**src/hdl/brle_pkg.sv**
```systemverilog
package brle_pkg;

  localparam int unsigned LANES_DEF = 8;
  localparam int unsigned QUEUE_DEPTH = 4;
  localparam int unsigned GROUP_W = 64;
  localparam int unsigned COUNT_W = 4;

  localparam logic CFG_RLE4_MODE = 1'b0;
  localparam logic CFG_LINE_CAPACITY = 1'b1;

  localparam logic [7:0] ESC_EOL = 8'd0;
  localparam logic [7:0] ESC_EOB = 8'd1;
  localparam logic [7:0] ESC_DELTA = 8'd2;
  localparam logic [7:0] ESC_ABS_MIN = 8'd3;

  typedef enum logic [2:0] {
    ST_DATA     = 3'd0,
    ST_EOL      = 3'd1,
    ST_EOB      = 3'd2,
    ST_DELTA    = 3'd3,
    ST_OVERFLOW = 3'd4,
    ST_TRUNC    = 3'd5
  } status_t;

  typedef enum logic [2:0] {
    PH_COUNT  = 3'd0,
    PH_VALUE  = 3'd1,
    PH_ESCAPE = 3'd2,
    PH_ABS    = 3'd3,
    PH_PAD    = 3'd4
  } phase_t;

  // one queued job: len pixels from value, then an optional status
  typedef struct packed {
    logic [7:0] value;
    logic [7:0] len;
    logic       r4;
    status_t    st;
  } cmd_t;

endpackage

```
**src/hdl/brle_front.sv**
```systemverilog
module brle_front #(
  parameter int unsigned LANES = brle_pkg::LANES_DEF
) (
  input  logic           clk,
  input  logic           rst_n,
  input  logic           rle4_mode,
  input  logic [15:0]    line_capacity,
  input  logic           accept,
  input  logic [7:0]     code_byte,
  input  logic           stream_end,
  output logic           push,
  output brle_pkg::cmd_t cmd
);
  import brle_pkg::*;

  phase_t      phase_r, phase_nxt;
  logic [7:0]  run_len_r, run_len_nxt;
  logic [7:0]  abs_rem_r, abs_rem_nxt;
  logic        pad_r, pad_nxt;
  logic [15:0] pix_wr_r, pix_wr_nxt;

  logic        ovf;
  logic [7:0]  take;
  logic [7:0]  abs_left;
  logic [8:0]  byte_inc;
  status_t     esc_st;

  assign ovf = ({1'b0, pix_wr_r} + {9'd0, code_byte}) > {1'b0, line_capacity};
  assign byte_inc = {1'b0, code_byte} + 9'd1;
  assign abs_left = abs_rem_r - take;

  always_comb begin
    if (abs_rem_r == 8'd0) begin
      take = 8'd0;
    end else if (rle4_mode && abs_rem_r >= 8'd2 && LANES >= 2) begin
      take = 8'd2;
    end else begin
      take = 8'd1;
    end
  end

  always_comb begin
    unique case (code_byte)
      ESC_EOL:   esc_st = ST_EOL;
      ESC_EOB:   esc_st = ST_EOB;
      ESC_DELTA: esc_st = ST_DELTA;
      default:   esc_st = ST_DATA;
    endcase
  end

  always_comb begin
    phase_nxt = phase_r;
    run_len_nxt = run_len_r;
    abs_rem_nxt = abs_rem_r;
    pad_nxt = pad_r;
    pix_wr_nxt = pix_wr_r;
    if (accept) begin
      unique case (phase_r)
        PH_VALUE: begin
          pix_wr_nxt = pix_wr_r + {8'd0, run_len_r};
          run_len_nxt = 8'd0;
          phase_nxt = PH_COUNT;
        end
        PH_ESCAPE: begin
          if (code_byte < ESC_ABS_MIN || ovf) begin
            phase_nxt = PH_COUNT;
            run_len_nxt = 8'd0;
            abs_rem_nxt = 8'd0;
            pad_nxt = 1'b0;
            pix_wr_nxt = 16'd0;
          end else begin
            abs_rem_nxt = code_byte;
            pad_nxt = rle4_mode ? byte_inc[1] : code_byte[0];
            phase_nxt = PH_ABS;
          end
        end
        PH_ABS: begin
          abs_rem_nxt = abs_left;
          pix_wr_nxt = pix_wr_r + {8'd0, take};
          if (abs_left == 8'd0) begin
            phase_nxt = pad_r ? PH_PAD : PH_COUNT;
            pad_nxt = 1'b0;
          end
        end
        PH_PAD: begin
          phase_nxt = PH_COUNT;
        end
        default: begin
          if (code_byte == 8'd0) begin
            phase_nxt = PH_ESCAPE;
          end else if (!stream_end && ovf) begin
            phase_nxt = PH_COUNT;
            run_len_nxt = 8'd0;
            abs_rem_nxt = 8'd0;
            pad_nxt = 1'b0;
            pix_wr_nxt = 16'd0;
          end else begin
            run_len_nxt = code_byte;
            phase_nxt = PH_VALUE;
          end
        end
      endcase
      if (stream_end) begin
        phase_nxt = PH_COUNT;
        run_len_nxt = 8'd0;
        abs_rem_nxt = 8'd0;
        pad_nxt = 1'b0;
        pix_wr_nxt = 16'd0;
      end
    end
  end

  always_comb begin
    cmd.value = code_byte;
    cmd.len = 8'd0;
    cmd.r4 = rle4_mode;
    cmd.st = ST_DATA;
    unique case (phase_r)
      PH_VALUE: begin
        cmd.len = run_len_r;
      end
      PH_ESCAPE: begin
        if (code_byte < ESC_ABS_MIN) begin
          cmd.st = esc_st;
        end else if (ovf) begin
          cmd.st = ST_OVERFLOW;
        end
      end
      PH_ABS: begin
        cmd.len = take;
      end
      PH_PAD: begin
        cmd.len = 8'd0;
      end
      default: begin
        if (code_byte != 8'd0 && !stream_end && ovf) begin
          cmd.st = ST_OVERFLOW;
        end
      end
    endcase
    if (stream_end && cmd.st == ST_DATA) begin
      cmd.st = ST_TRUNC;
    end
    if (phase_r != PH_VALUE && phase_r != PH_ABS && phase_r != PH_ESCAPE
        && phase_r != PH_PAD && stream_end) begin
      cmd.st = ST_TRUNC;
    end
    push = accept && (cmd.len != 8'd0 || cmd.st != ST_DATA);
  end

  always_ff @(posedge clk) begin
    if (!rst_n) begin
      phase_r <= PH_COUNT;
      run_len_r <= 8'd0;
      abs_rem_r <= 8'd0;
      pad_r <= 1'b0;
      pix_wr_r <= 16'd0;
    end else begin
      phase_r <= phase_nxt;
      run_len_r <= run_len_nxt;
      abs_rem_r <= abs_rem_nxt;
      pad_r <= pad_nxt;
      pix_wr_r <= pix_wr_nxt;
    end
  end

endmodule

```
**src/hdl/brle_queue.sv**
```systemverilog
module brle_queue (
  input  logic           clk,
  input  logic           rst_n,
  input  logic           push,
  input  brle_pkg::cmd_t push_cmd,
  input  logic           pop,
  output brle_pkg::cmd_t head,
  output logic           empty,
  output logic           full
);
  import brle_pkg::*;

  localparam int unsigned PTR_W = $clog2(QUEUE_DEPTH);
  localparam int unsigned CNT_W = $clog2(QUEUE_DEPTH + 1);

  cmd_t             slot_r [QUEUE_DEPTH];
  logic [PTR_W-1:0] wr_ptr_r, wr_ptr_nxt;
  logic [PTR_W-1:0] rd_ptr_r, rd_ptr_nxt;
  logic [CNT_W-1:0] fill_r, fill_nxt;
  logic             do_push, do_pop;

  assign empty = (fill_r == CNT_W'(0));
  assign full = (fill_r == CNT_W'(QUEUE_DEPTH));
  assign do_push = push && !full;
  assign do_pop = pop && !empty;
  assign head = slot_r[rd_ptr_r];

  always_comb begin
    wr_ptr_nxt = wr_ptr_r;
    rd_ptr_nxt = rd_ptr_r;
    fill_nxt = fill_r;
    if (do_push) begin
      wr_ptr_nxt = (wr_ptr_r == PTR_W'(QUEUE_DEPTH - 1)) ? PTR_W'(0) : wr_ptr_r + PTR_W'(1);
    end
    if (do_pop) begin
      rd_ptr_nxt = (rd_ptr_r == PTR_W'(QUEUE_DEPTH - 1)) ? PTR_W'(0) : rd_ptr_r + PTR_W'(1);
    end
    if (do_push && !do_pop) begin
      fill_nxt = fill_r + CNT_W'(1);
    end else if (do_pop && !do_push) begin
      fill_nxt = fill_r - CNT_W'(1);
    end
  end

  always_ff @(posedge clk) begin
    if (do_push) begin
      slot_r[wr_ptr_r] <= push_cmd;
    end
  end

  always_ff @(posedge clk) begin
    if (!rst_n) begin
      wr_ptr_r <= '0;
      rd_ptr_r <= '0;
      fill_r <= '0;
    end else begin
      wr_ptr_r <= wr_ptr_nxt;
      rd_ptr_r <= rd_ptr_nxt;
      fill_r <= fill_nxt;
    end
  end

endmodule

```
**src/hdl/brle_back.sv**
```systemverilog
module brle_back #(
  parameter int unsigned LANES = brle_pkg::LANES_DEF
) (
  input  logic                            clk,
  input  logic                            rst_n,
  input  brle_pkg::cmd_t                  head,
  input  logic                            empty,
  output logic                            pop,
  output logic                            out_valid,
  input  logic                            out_stall,
  output logic [brle_pkg::GROUP_W-1:0]    out_pixel_group,
  output logic [brle_pkg::COUNT_W-1:0]    out_pixel_count,
  output logic [2:0]                      out_status,
  output logic                            out_last_of_run
);
  import brle_pkg::*;

  localparam logic [7:0] LANES_B = 8'(LANES);

  logic [7:0]         pos_r, pos_nxt;
  logic               valid_r, valid_nxt;
  logic [GROUP_W-1:0] group_r, group_nxt;
  logic [COUNT_W-1:0] count_r, count_nxt;
  logic [2:0]         status_r, status_nxt;
  logic               last_r, last_nxt;

  logic               load_ok;
  logic               fire;
  logic [7:0]         rem;
  logic [7:0]         cnt;
  logic               odd;
  logic [7:0]         pix;

  assign load_ok = !valid_r || !out_stall;
  assign fire = load_ok && !empty;
  assign rem = head.len - pos_r;
  assign cnt = (rem > LANES_B) ? LANES_B : rem;

  always_comb begin
    group_nxt = '0;
    odd = 1'b0;
    pix = 8'd0;
    for (int c = 0; c < LANES; c++) begin
      odd = pos_r[0] ^ 1'(c & 1);
      pix = head.r4 ? {4'd0, (odd ? head.value[3:0] : head.value[7:4])} : head.value;
      if (8'(c) < cnt) begin
        group_nxt[8*c +: 8] = pix;
      end
    end
  end

  always_comb begin
    pos_nxt = pos_r;
    valid_nxt = valid_r && out_stall;
    count_nxt = count_r;
    status_nxt = status_r;
    last_nxt = last_r;
    pop = 1'b0;
    if (fire) begin
      valid_nxt = 1'b1;
      if (rem != 8'd0) begin
        count_nxt = COUNT_W'(cnt);
        status_nxt = ST_DATA;
        if (rem <= LANES_B && head.st == ST_DATA) begin
          last_nxt = 1'b1;
          pop = 1'b1;
          pos_nxt = 8'd0;
        end else begin
          last_nxt = 1'b0;
          pos_nxt = pos_r + cnt;
        end
      end else begin
        count_nxt = '0;
        status_nxt = head.st;
        last_nxt = 1'b1;
        pop = 1'b1;
        pos_nxt = 8'd0;
      end
    end
  end

  always_ff @(posedge clk) begin
    if (fire) begin
      group_r <= (rem != 8'd0) ? group_nxt : '0;
      count_r <= count_nxt;
      status_r <= status_nxt;
      last_r <= last_nxt;
    end
  end

  always_ff @(posedge clk) begin
    if (!rst_n) begin
      pos_r <= 8'd0;
      valid_r <= 1'b0;
    end else begin
      pos_r <= pos_nxt;
      valid_r <= valid_nxt;
    end
  end

  assign out_valid = valid_r;
  assign out_pixel_group = group_r;
  assign out_pixel_count = count_r;
  assign out_status = status_r;
  assign out_last_of_run = last_r;

endmodule

```
**src/hdl/bmp_rle_line_decoder.sv**
```systemverilog
// Decodes one BMP RLE8 or RLE4 scan line, one compressed byte per input beat.
// A byte is classified in the cycle it is taken; a byte that yields pixels or
// a status queues one job (up to 4 wait), so bytes flow in one per cycle while
// the queue has room. Pixels leave in groups of up to LANES, one group per
// cycle while out_stall is low: a run of n pixels leaves as ceil(n / LANES)
// groups, plus a status beat if one follows; the output group emitter sets the
// sustained rate. Every status (end of line, end of bitmap, delta, overflow,
// truncated) restarts the line state. Write configuration only while idle.
module bmp_rle_line_decoder #(
  parameter int unsigned LANES = brle_pkg::LANES_DEF
) (
  input  logic                          clk,
  input  logic                          rst_n,
  input  logic                          cfg_we,
  input  logic                          cfg_index,
  input  logic [15:0]                   cfg_wdata,
  input  logic                          in_valid,
  output logic                          in_stall,
  input  logic [7:0]                    in_code_byte,
  input  logic                          in_stream_end,
  output logic                          out_valid,
  input  logic                          out_stall,
  output logic [brle_pkg::GROUP_W-1:0]  out_pixel_group,
  output logic [brle_pkg::COUNT_W-1:0]  out_pixel_count,
  output logic [2:0]                    out_status,
  output logic                          out_last_of_run
);
  import brle_pkg::*;

  logic        rle4_mode_r;
  logic [15:0] line_capacity_r;
  logic        accept;
  logic        push;
  logic        pop;
  logic        q_empty;
  logic        q_full;
  cmd_t        push_cmd;
  cmd_t        head;

  always_ff @(posedge clk) begin
    if (!rst_n) begin
      rle4_mode_r <= 1'b0;
      line_capacity_r <= 16'd0;
    end else if (cfg_we) begin
      unique case (cfg_index)
        CFG_RLE4_MODE:     rle4_mode_r <= cfg_wdata[0];
        CFG_LINE_CAPACITY: line_capacity_r <= cfg_wdata;
        default:           line_capacity_r <= line_capacity_r;
      endcase
    end
  end

  assign in_stall = q_full;
  assign accept = in_valid && !q_full;

  brle_front #(
    .LANES(LANES)
  ) u_front (
    .clk          (clk),
    .rst_n        (rst_n),
    .rle4_mode    (rle4_mode_r),
    .line_capacity(line_capacity_r),
    .accept       (accept),
    .code_byte    (in_code_byte),
    .stream_end   (in_stream_end),
    .push         (push),
    .cmd          (push_cmd)
  );

  brle_queue u_queue (
    .clk     (clk),
    .rst_n   (rst_n),
    .push    (push),
    .push_cmd(push_cmd),
    .pop     (pop),
    .head    (head),
    .empty   (q_empty),
    .full    (q_full)
  );

  brle_back #(
    .LANES(LANES)
  ) u_back (
    .clk            (clk),
    .rst_n          (rst_n),
    .head           (head),
    .empty          (q_empty),
    .pop            (pop),
    .out_valid      (out_valid),
    .out_stall      (out_stall),
    .out_pixel_group(out_pixel_group),
    .out_pixel_count(out_pixel_count),
    .out_status     (out_status),
    .out_last_of_run(out_last_of_run)
  );

endmodule
```
**config.mk**
```make
export PLATFORM = sky130hd
export DESIGN_NAME = bmp_rle_line_decoder
export DESIGN_NICKNAME = d
export VERILOG_FILES = /design/src/hdl/brle_pkg.sv /design/src/hdl/brle_front.sv /design/src/hdl/brle_queue.sv /design/src/hdl/brle_back.sv /design/src/hdl/bmp_rle_line_decoder.sv
export SDC_FILE = /design/constraint.sdc
export NUM_CORES = 1
export LEC_CHECK = 0
export BUFFER_PORTS_ARGS = -buffer_cell sky130_fd_sc_hd__buf_2
export CAP_MARGIN = 0
export CORE_ASPECT_RATIO = 1.1
export CORE_MARGIN = 2
export CORE_UTILIZATION = 41
export CTS_CLUSTER_DIAMETER = 200
export DETAILED_ROUTE_END_ITERATION = 8
export PLACE_DENSITY = 0.57
export SYNTH_ARGS = -nofsm -noshare
export SYNTH_HDL_FRONTEND = slang
export SYNTH_SLANG_ARGS = --single-unit
```
**constraint.sdc**
```tcl
create_clock -name clk -period 5.7 [get_ports clk]
set_input_delay 0.285 -clock clk [delete_from_list [all_inputs] [get_ports clk]]
set_output_delay 0.285 -clock clk [all_outputs]
set_load 0.005 [all_outputs]
```
Word-level counts from Yosys, hierarchy flattened
Memory sizes are Yosys's and may differ from the RTL's. A register that Yosys moved wholly into a read port is not among the register bits.
Index checks and enable logic that the tools add are counted.
W data, S select, Z words.
- register bits: 141
- RAM bits: 80
- bits of input ports: 31
- output and inout port bits: 74
- memories kept: 1
- add/sub/neg operators: 11
- $lt $le $gt $ge: 13
- eq/ne operators: 21
- multiplexer cells: 58
- bitwise logic cells: 1
- reduce and logical (&&, ||, !) cells: 59
- memories (memory ; depth ; bits a word ; rd ports ; clocked after Yosys merged registers in ; wr ports ; RTL line ; text):
    u_queue.slot_r ; 4 ; 20 ; 1 ; 1 ; 1 ; brle_queue.sv:16 ; cmd_t slot_r [QUEUE_DEPTH];
- operator list (kind ; count):
    $mux W8 ; 13
    $mux W16 ; 4
    $pmux W16 S4 ; 1
    $pmux W8 S3 ; 2
    $mux W3 ; 11
    $add A16 B8 Y16 ; 2
    $lt A3 B8 Y1 const A ; 4
    $logic_not A8 Y1 ; 3
    $reduce_bool A8 Y1 ; 3
    $reduce_and A2 Y1 ; 11
    $logic_and A1 B1 Y1 ; 18
    $add A16 B8 Y17 ; 1
    $gt A17 B16 Y1 ; 1
    $lt A1 B8 Y1 const A ; 2
    $lt A2 B8 Y1 const A ; 2
    $pmux W8 S2 ; 1
    $mux W2 ; 7
    $mux W1 ; 13
    $ne A3 B2 Y1 const B ; 4
    $reduce_and A5 Y1 ; 2
    $logic_not A3 Y1 ; 3
    $pmux W3 S3 ; 1
    $add A8 B8 Y8 ; 1
    $eq A8 B1 Y1 const B ; 1
    other kinds (34) ; 52

Logic depth before layout (Yosys ltp)
- word-level depth: 17
- gate-level depth with buffers: 27
- gate-level depth less buffers: 27

Modules after synthesis
A second synthesis with hierarchy kept.
- cell total of the unflattened synthesis: 992
- area total of the unflattened synthesis: 11280.8 µm²
- modules (own cells, without submodules) (module ; instances ; cells each ; area an instance (µm²) ; sequential area each (µm²)):
    brle_back ; 1 ; 308 ; 3674.8 ; 2342.2
    brle_front ; 1 ; 449 ; 3517.1 ; 720.7
    brle_queue ; 1 ; 155 ; 3358.2 ; 2582.5
    bmp_rle_line_decoder ; 1 ; 80 ; 730.7 ; 340.3

Least setup slack after synthesis
Ideal clock, no wire load.
- path type: register to register
- start: reg with a tool-made name
- end: reg u_back.pos_r[5]
- library setup time: 0.070 ns
- arrival: 5.027 ns
- data required time: 5.630 ns
- setup slack: 0.604 ns
- stages on the path, launching flop included: 20
- path buffers: 2
- period minus slack after synthesis: 5.096 ns
- path through: dfxtp_1 -> buf_4 -> buf_1 -> mux4_2 -> ha_1 -> nand3_1 -> a21oi_1 -> or3_1 -> o31ai_2 -> nand2_1 -> nor2_1 -> inv_2 -> nor2_1 -> ha_1 -> and3b_2 -> a41o_1 -> o311ai_2 -> a21boi_1 -> or4_1 -> a21oi_1
- RTL lines (what ; RTL line ; text):
    end signal, assigned ; brle_back.sv:96 ; pos_r <= pos_nxt;
    end, declared ; brle_back.sv:20 ; logic [7:0] pos_r, pos_nxt;

Worst setup path after layout
- start: reg u_front.pix_wr_r[0]
- end: reg u_queue.fill_r[2]
- word-level cells in the longest chain between the ends: 16
- elaborated cells between the ends (all ways): 20
- ends and longest elaborated chain (what ; RTL line ; text):
    start, declared ; brle_front.sv:20 ; logic [15:0] pix_wr_r, pix_wr_nxt;
    start signal, assigned ; brle_front.sv:163 ; pix_wr_r <= pix_wr_nxt;
    $add A16 B8 Y17 * ; brle_front.sv:28 ; assign ovf = ({1'b0, pix_wr_r} + {9'd0, code_byte}) > {1'b0, line_capacity};
    $gt A17 B16 Y1 * ; brle_front.sv:28 ;
    $mux W3 / $logic_and A1 B1 Y1 (equally long branches) ; brle_front.sv:125, brle_front.sv:136 ;
    $mux W3 (on tied branches) ; brle_front.sv:123, brle_front.sv:136 ;
    $pmux W3 S2 * ; brle_front.sv:118 ; unique case (phase_r)
    $logic_not A3 Y1 ; brle_front.sv:141 ; if (stream_end && cmd.st == ST_DATA) begin
    $logic_and A1 B1 Y1 ; brle_front.sv:141 ;
    $mux W3 * ; brle_front.sv:141 ;
    $mux W3 * ; brle_front.sv:144 ; if (phase_r != PH_VALUE && phase_r != PH_ABS && phase_r != PH_ESCAPE
    $reduce_bool A3 Y1 * ; brle_front.sv:148 ; push = accept && (cmd.len != 8'd0 || cmd.st != ST_DATA);
    $logic_or A1 B1 Y1 * ; brle_front.sv:148 ;
    $logic_and A1 B1 Y1 * ; brle_front.sv:148 ;
    $logic_and A1 B1 Y1 * ; brle_queue.sv:24 ; assign do_push = push && !full;
    named net u_queue.do_push ; brle_queue.sv:20 ; logic do_push, do_pop;
    $logic_not A1 Y1 ; brle_queue.sv:40 ; end else if (do_pop && !do_push) begin
    $logic_and A1 B1 Y1 ; brle_queue.sv:40 ;
    $reduce_bool A2 Y1 (no line) ; - ;
    end signal, assigned ; brle_queue.sv:59 ; fill_r <= fill_nxt;
    end, declared ; brle_queue.sv:19 ; logic [CNT_W-1:0] fill_r, fill_nxt;
The timed path passes the listed nets; every way through them passes the cells marked *.
A chain may end at the register's enable or synchronous reset.

==> impl_metrics.env <==
export IMPL_powerDensity_mw_per_mm2=362
export IMPL_drt_iter0_drc=411
export IMPL_setup_viol=0
export IMPL_worst_hold_slack_ns=0.0151
export IMPL_synth_ff_type="edfxtp_1"
export IMPL_cts_max_level=1
export IMPL_ios=105
export IMPL_port_buffers=104
export IMPL_synth_area_leaders="edfxtp_1, dfxtp_1, ha_1"
export IMPL_antenna_found_initial=1
export IMPL_synth_seq_cells=223
export IMPL_wire_per_inst_um=16.4
export IMPL_n_fill_cell=2440
export IMPL_setup_ws_ns=0.448
export IMPL_endpoint_kind="register"
export IMPL_fin_area_mm2=0.0128
export IMPL_holdCritPathClass="in2reg"
export IMPL_die_h_um=175
export IMPL_slew_violations=0
export IMPL_drcViolationCount=0
export IMPL_grt_max_degree=75
export IMPL_skew_ns=0.00849
export IMPL_place_hpwl_mm=17.4
export IMPL_cts_sinks=223
export IMPL_tightest_slew_ns=0.937
export IMPL_clockRootBuffer="clkbuf_16"
export IMPL_start_util_pct=41.8
export IMPL_grt_first_pass_wirelength_mm=39.1
export IMPL_clk_pin_slew_ns=0.06
export IMPL_grt_overflow=0
export IMPL_cp_slowest_cell="fa_1"
export IMPL_period_minus_slack_ns=5.25
export IMPL_cts_tree="done"
export IMPL_ys_seq_area_share_pct=54.7
export IMPL_clk_latency_ns=0.52
export IMPL_core_area_mm2=0.0261
export IMPL_ys_async_sr_fraction_pct=0
export IMPL_crit_path_start="u_front.pix_wr_r[0]"
export IMPL_cp_required_ns=6.14
export IMPL_cp_start_kind="register"
export IMPL_ir_worst_vdd_v=0.000212
export IMPL_drive_gt1_share_pct=17.2
export IMPL_synth_top_area_share_pct=41.7
export IMPL_min_delay_start="cfg_wdata[6]"
export IMPL_reg2reg_from="u_front.pix_wr_r[0]"
export IMPL_yosysUniqueCellTypes=70
export IMPL_dpl_cell_count=1431
export IMPL_critPathTopFamily="compound AO/OA/AOI/OAI gates"
export IMPL_dp_slack_ns=0.284
export IMPL_p_leak_uw=0.00512
export IMPL_max_freq_mhz=190
export IMPL_vias_per_cell=5.13
export IMPL_cpPeakStageDelay_ns=0.43
export IMPL_cp_data_arrival_time_ns=5.69
export IMPL_clk_path_buf_depth=3
export IMPL_avgSynthCellArea_um2=11.0
export IMPL_synthCells=991
export IMPL_path_class="reg2reg"
export IMPL_maxCapViolCount=0
export IMPL_final_cells=1488
export IMPL_status="finished clean"
export IMPL_drt_pass1_iter_count=4
export IMPL_cts_made_buffers=25
export IMPL_die_x_um=160
export IMPL_synth_warnings=0
export IMPL_layout_nets=1211
export IMPL_synth_edff_count=152
export IMPL_place_congestion=0.812
export IMPL_synth_area_mm2=0.0109
export IMPL_vias=7631
export IMPL_hold_viol=0
export IMPL_wirelength_mm=24.4
export IMPL_crit_path_max_fanout=4
export IMPL_grt_total_usage_pct=17.3
export IMPL_postRouteAntennaNets=0
export IMPL_antenna_cells=0
export IMPL_relSlewSlack_pct=37.6
export IMPL_cts_setup_buffers=0
export IMPL_first_global_vias=7517
export IMPL_fin_crit_sh_pct=92.1
export IMPL_die_area_mm2=0.0280
export IMPL_synth_top_area_cell="edfxtp_1"
export IMPL_power_uw=4630
export IMPL_dpl_cell_area_mm2=0.0119
export IMPL_crit_buf_inv=2
export IMPL_area_delta_synth_final_pct=16.7
export IMPL_rows=62
export IMPL_critPathMostFrequentCell="ha_1"
==> synthesized netlist by cell type, types with 5 or more instances <==
| cell | n |
|---|---|
| a211oi_1 | 6 |
| a21o_1 | 17 |
| a21oi_1 | 69 |
| and2_1 | 18 |
| and3_1 | 5 |
| buf_1 | 5 |
| buf_2 | 5 |
| clkbuf_1 | 24 |
| dfxtp_1 | 71 |
| edfxtp_1 | 152 |
| fa_1 | 6 |
| ha_1 | 57 |
| inv_1 | 55 |
| mux2i_1 | 23 |
| mux4_2 | 19 |
| nand2_1 | 102 |
| nand2b_1 | 10 |
| nand3_1 | 21 |
| nand4_1 | 8 |
| nor2_1 | 124 |
| nor2b_1 | 12 |
| nor3_1 | 20 |
| nor4_1 | 8 |
| o21ai_0 | 40 |
| or2_2 | 5 |
| or3_1 | 5 |
| xnor2_1 | 18 |
| xor2_1 | 16 |
==> worst reg2reg max path: stages, from the launching register on <==
cell	delay, ns
dfxtp_1	0.36
ha_1	0.18
inv_1	0.06
fa_1	0.40
nor2b_1	0.12
o21ai_0	0.10
a21boi_0	0.23
o21ai_0	0.15
a21o_1	0.24
or2_2	0.33
nor2_1	0.16
nand3_1	0.11
xnor2_1	0.15
ha_1	0.29
nand3_1	0.14
nor4_1	0.07
a21oi_1	0.16
a2bb2oi_1	0.18
a31oi_1	0.07
o21ai_1	0.16
a21boi_2	0.11
nor2_1	0.11
ha_1	0.18
inv_1	0.06
fa_1	0.43
xor2_1	0.17
or3_1	0.30
a21oi_1	0.15
==> final timing paths <==
path | slack, ns | end | depth (start not counted)
setup / recovery | 0.45 | u_queue.fill_r[2] | 27
hold / removal | 0.02 | line_capacity_r[6] | 3
setup reg to reg | 0.45 | u_queue.fill_r[2] | 27
hold reg to reg | 0.45 | line_capacity_r[7] | 2
==> timing repair <==
item,4_1_cts,5_1_grt
hold buffers,11,0
setup endpoints to repair,0,2
resized for setup,0,2
endpoints found under the hold margin,11,0
==> cell families (layout without fill, tap and decap cells) <==
family | Yosys count | in the layout | share of synthesized area, %
AND/OR/NAND/NOR | 352 | 352 | 14.8
flip-flops | 223 | 223 | 54.7
AO/OA/AOI/OAI | 178 | 178 | 10.1
buffers and inverters | 93 | 236 | 3.35
adder cells (fa/ha/maj) | 65 | 65 | 7.81
multiplexers | 44 | 44 | 6.22
XOR/XNOR | 35 | 35 | 2.93
other | 1 | 3 | 0.0343
==> final cells by class <==
class / instances / area [um2] / share of cell area (%)
inverters: 57 / 214 / 1.68
multi-input cells: 677 / 4600 / 36.0
clock inverters: 12 / 87.6 / 0.686
repair buffers: 133 / 766 / 6.00
flip-flops and latches: 223 / 5990 / 46.9
well taps: 352 / 440 / 3.45
clock buffers: 34 / 679 / 5.32
==> registers in the layout, indices dropped and copies added, names as in the netlist, 2 cells and up, named ones only <==
name and count:
u_queue.fill_r 3, u_back.out_pixel_count 4, u_front.abs_rem_r 8, u_back.pos_r 8
u_back.out_status 3, line_capacity_r 16, u_queue.slot_r 80, u_front.phase_r 3
u_front.run_len_r 8, u_queue.wr_ptr_r 2, u_back.out_pixel_group 64, u_front.pix_wr_r 16
u_queue.rd_ptr_r 2
==> cell usage in the layout (no fill, tap or decap), types with 5 or more instances in the layout <==
cell type,count
dlygate4sd3_1,11
nand3_1,21
or2_2,5
nor3_1,20
o21ai_0,40
inv_1,54
edfxtp_1,152
and3_1,5
nand2b_1,10
clkinv_2,5
mux2i_1,23
clkbuf_1,7
nor2b_1,12
xor2_1,16
or3_1,5
ha_1,57
clkbuf_16,25
buf_2,104
and2_1,18
nand4_1,8
xnor2_1,18
dfxtp_1,71
buf_4,18
a211oi_1,6
nor4_1,8
a21o_1,17
nand2_1,102
a21oi_1,69
fa_1,6
mux4_2,19
nor2_1,124
==> routing by layer <==
layer	global-route usage (%)	wire length [um]	vias up	share of wire, %
met5	0	11	-	0.045
met4	3.86	446	2	1.8
met3	2.81	1130	40	4.6
met2	31.5	12100	159	50
met1	21.7	10700	3637	44
li1	-	-	3793	-
==> stage by stage <==
step	utilization, %	setup TNS, ns
final	48.8	0
after global routing	48.8	-0.00636
after CTS	48.8	0
after detailed placement	45.5	0
after global placement	45.5	0
after floorplan	-	0
==> power breakdown <==
| part | internal, uW | switching, uW | total [uW] | leakage (uW) |
|---|---|---|---|---|
| clock | 879 | 625 | 1500 | 0.000380 |
| sequential | 2050 | 87.4 | 2130 | 0.00206 |
| combinational | 391 | 599 | 990 | 0.00269 |
Note: power is estimated with default switching activity, not from simulation.
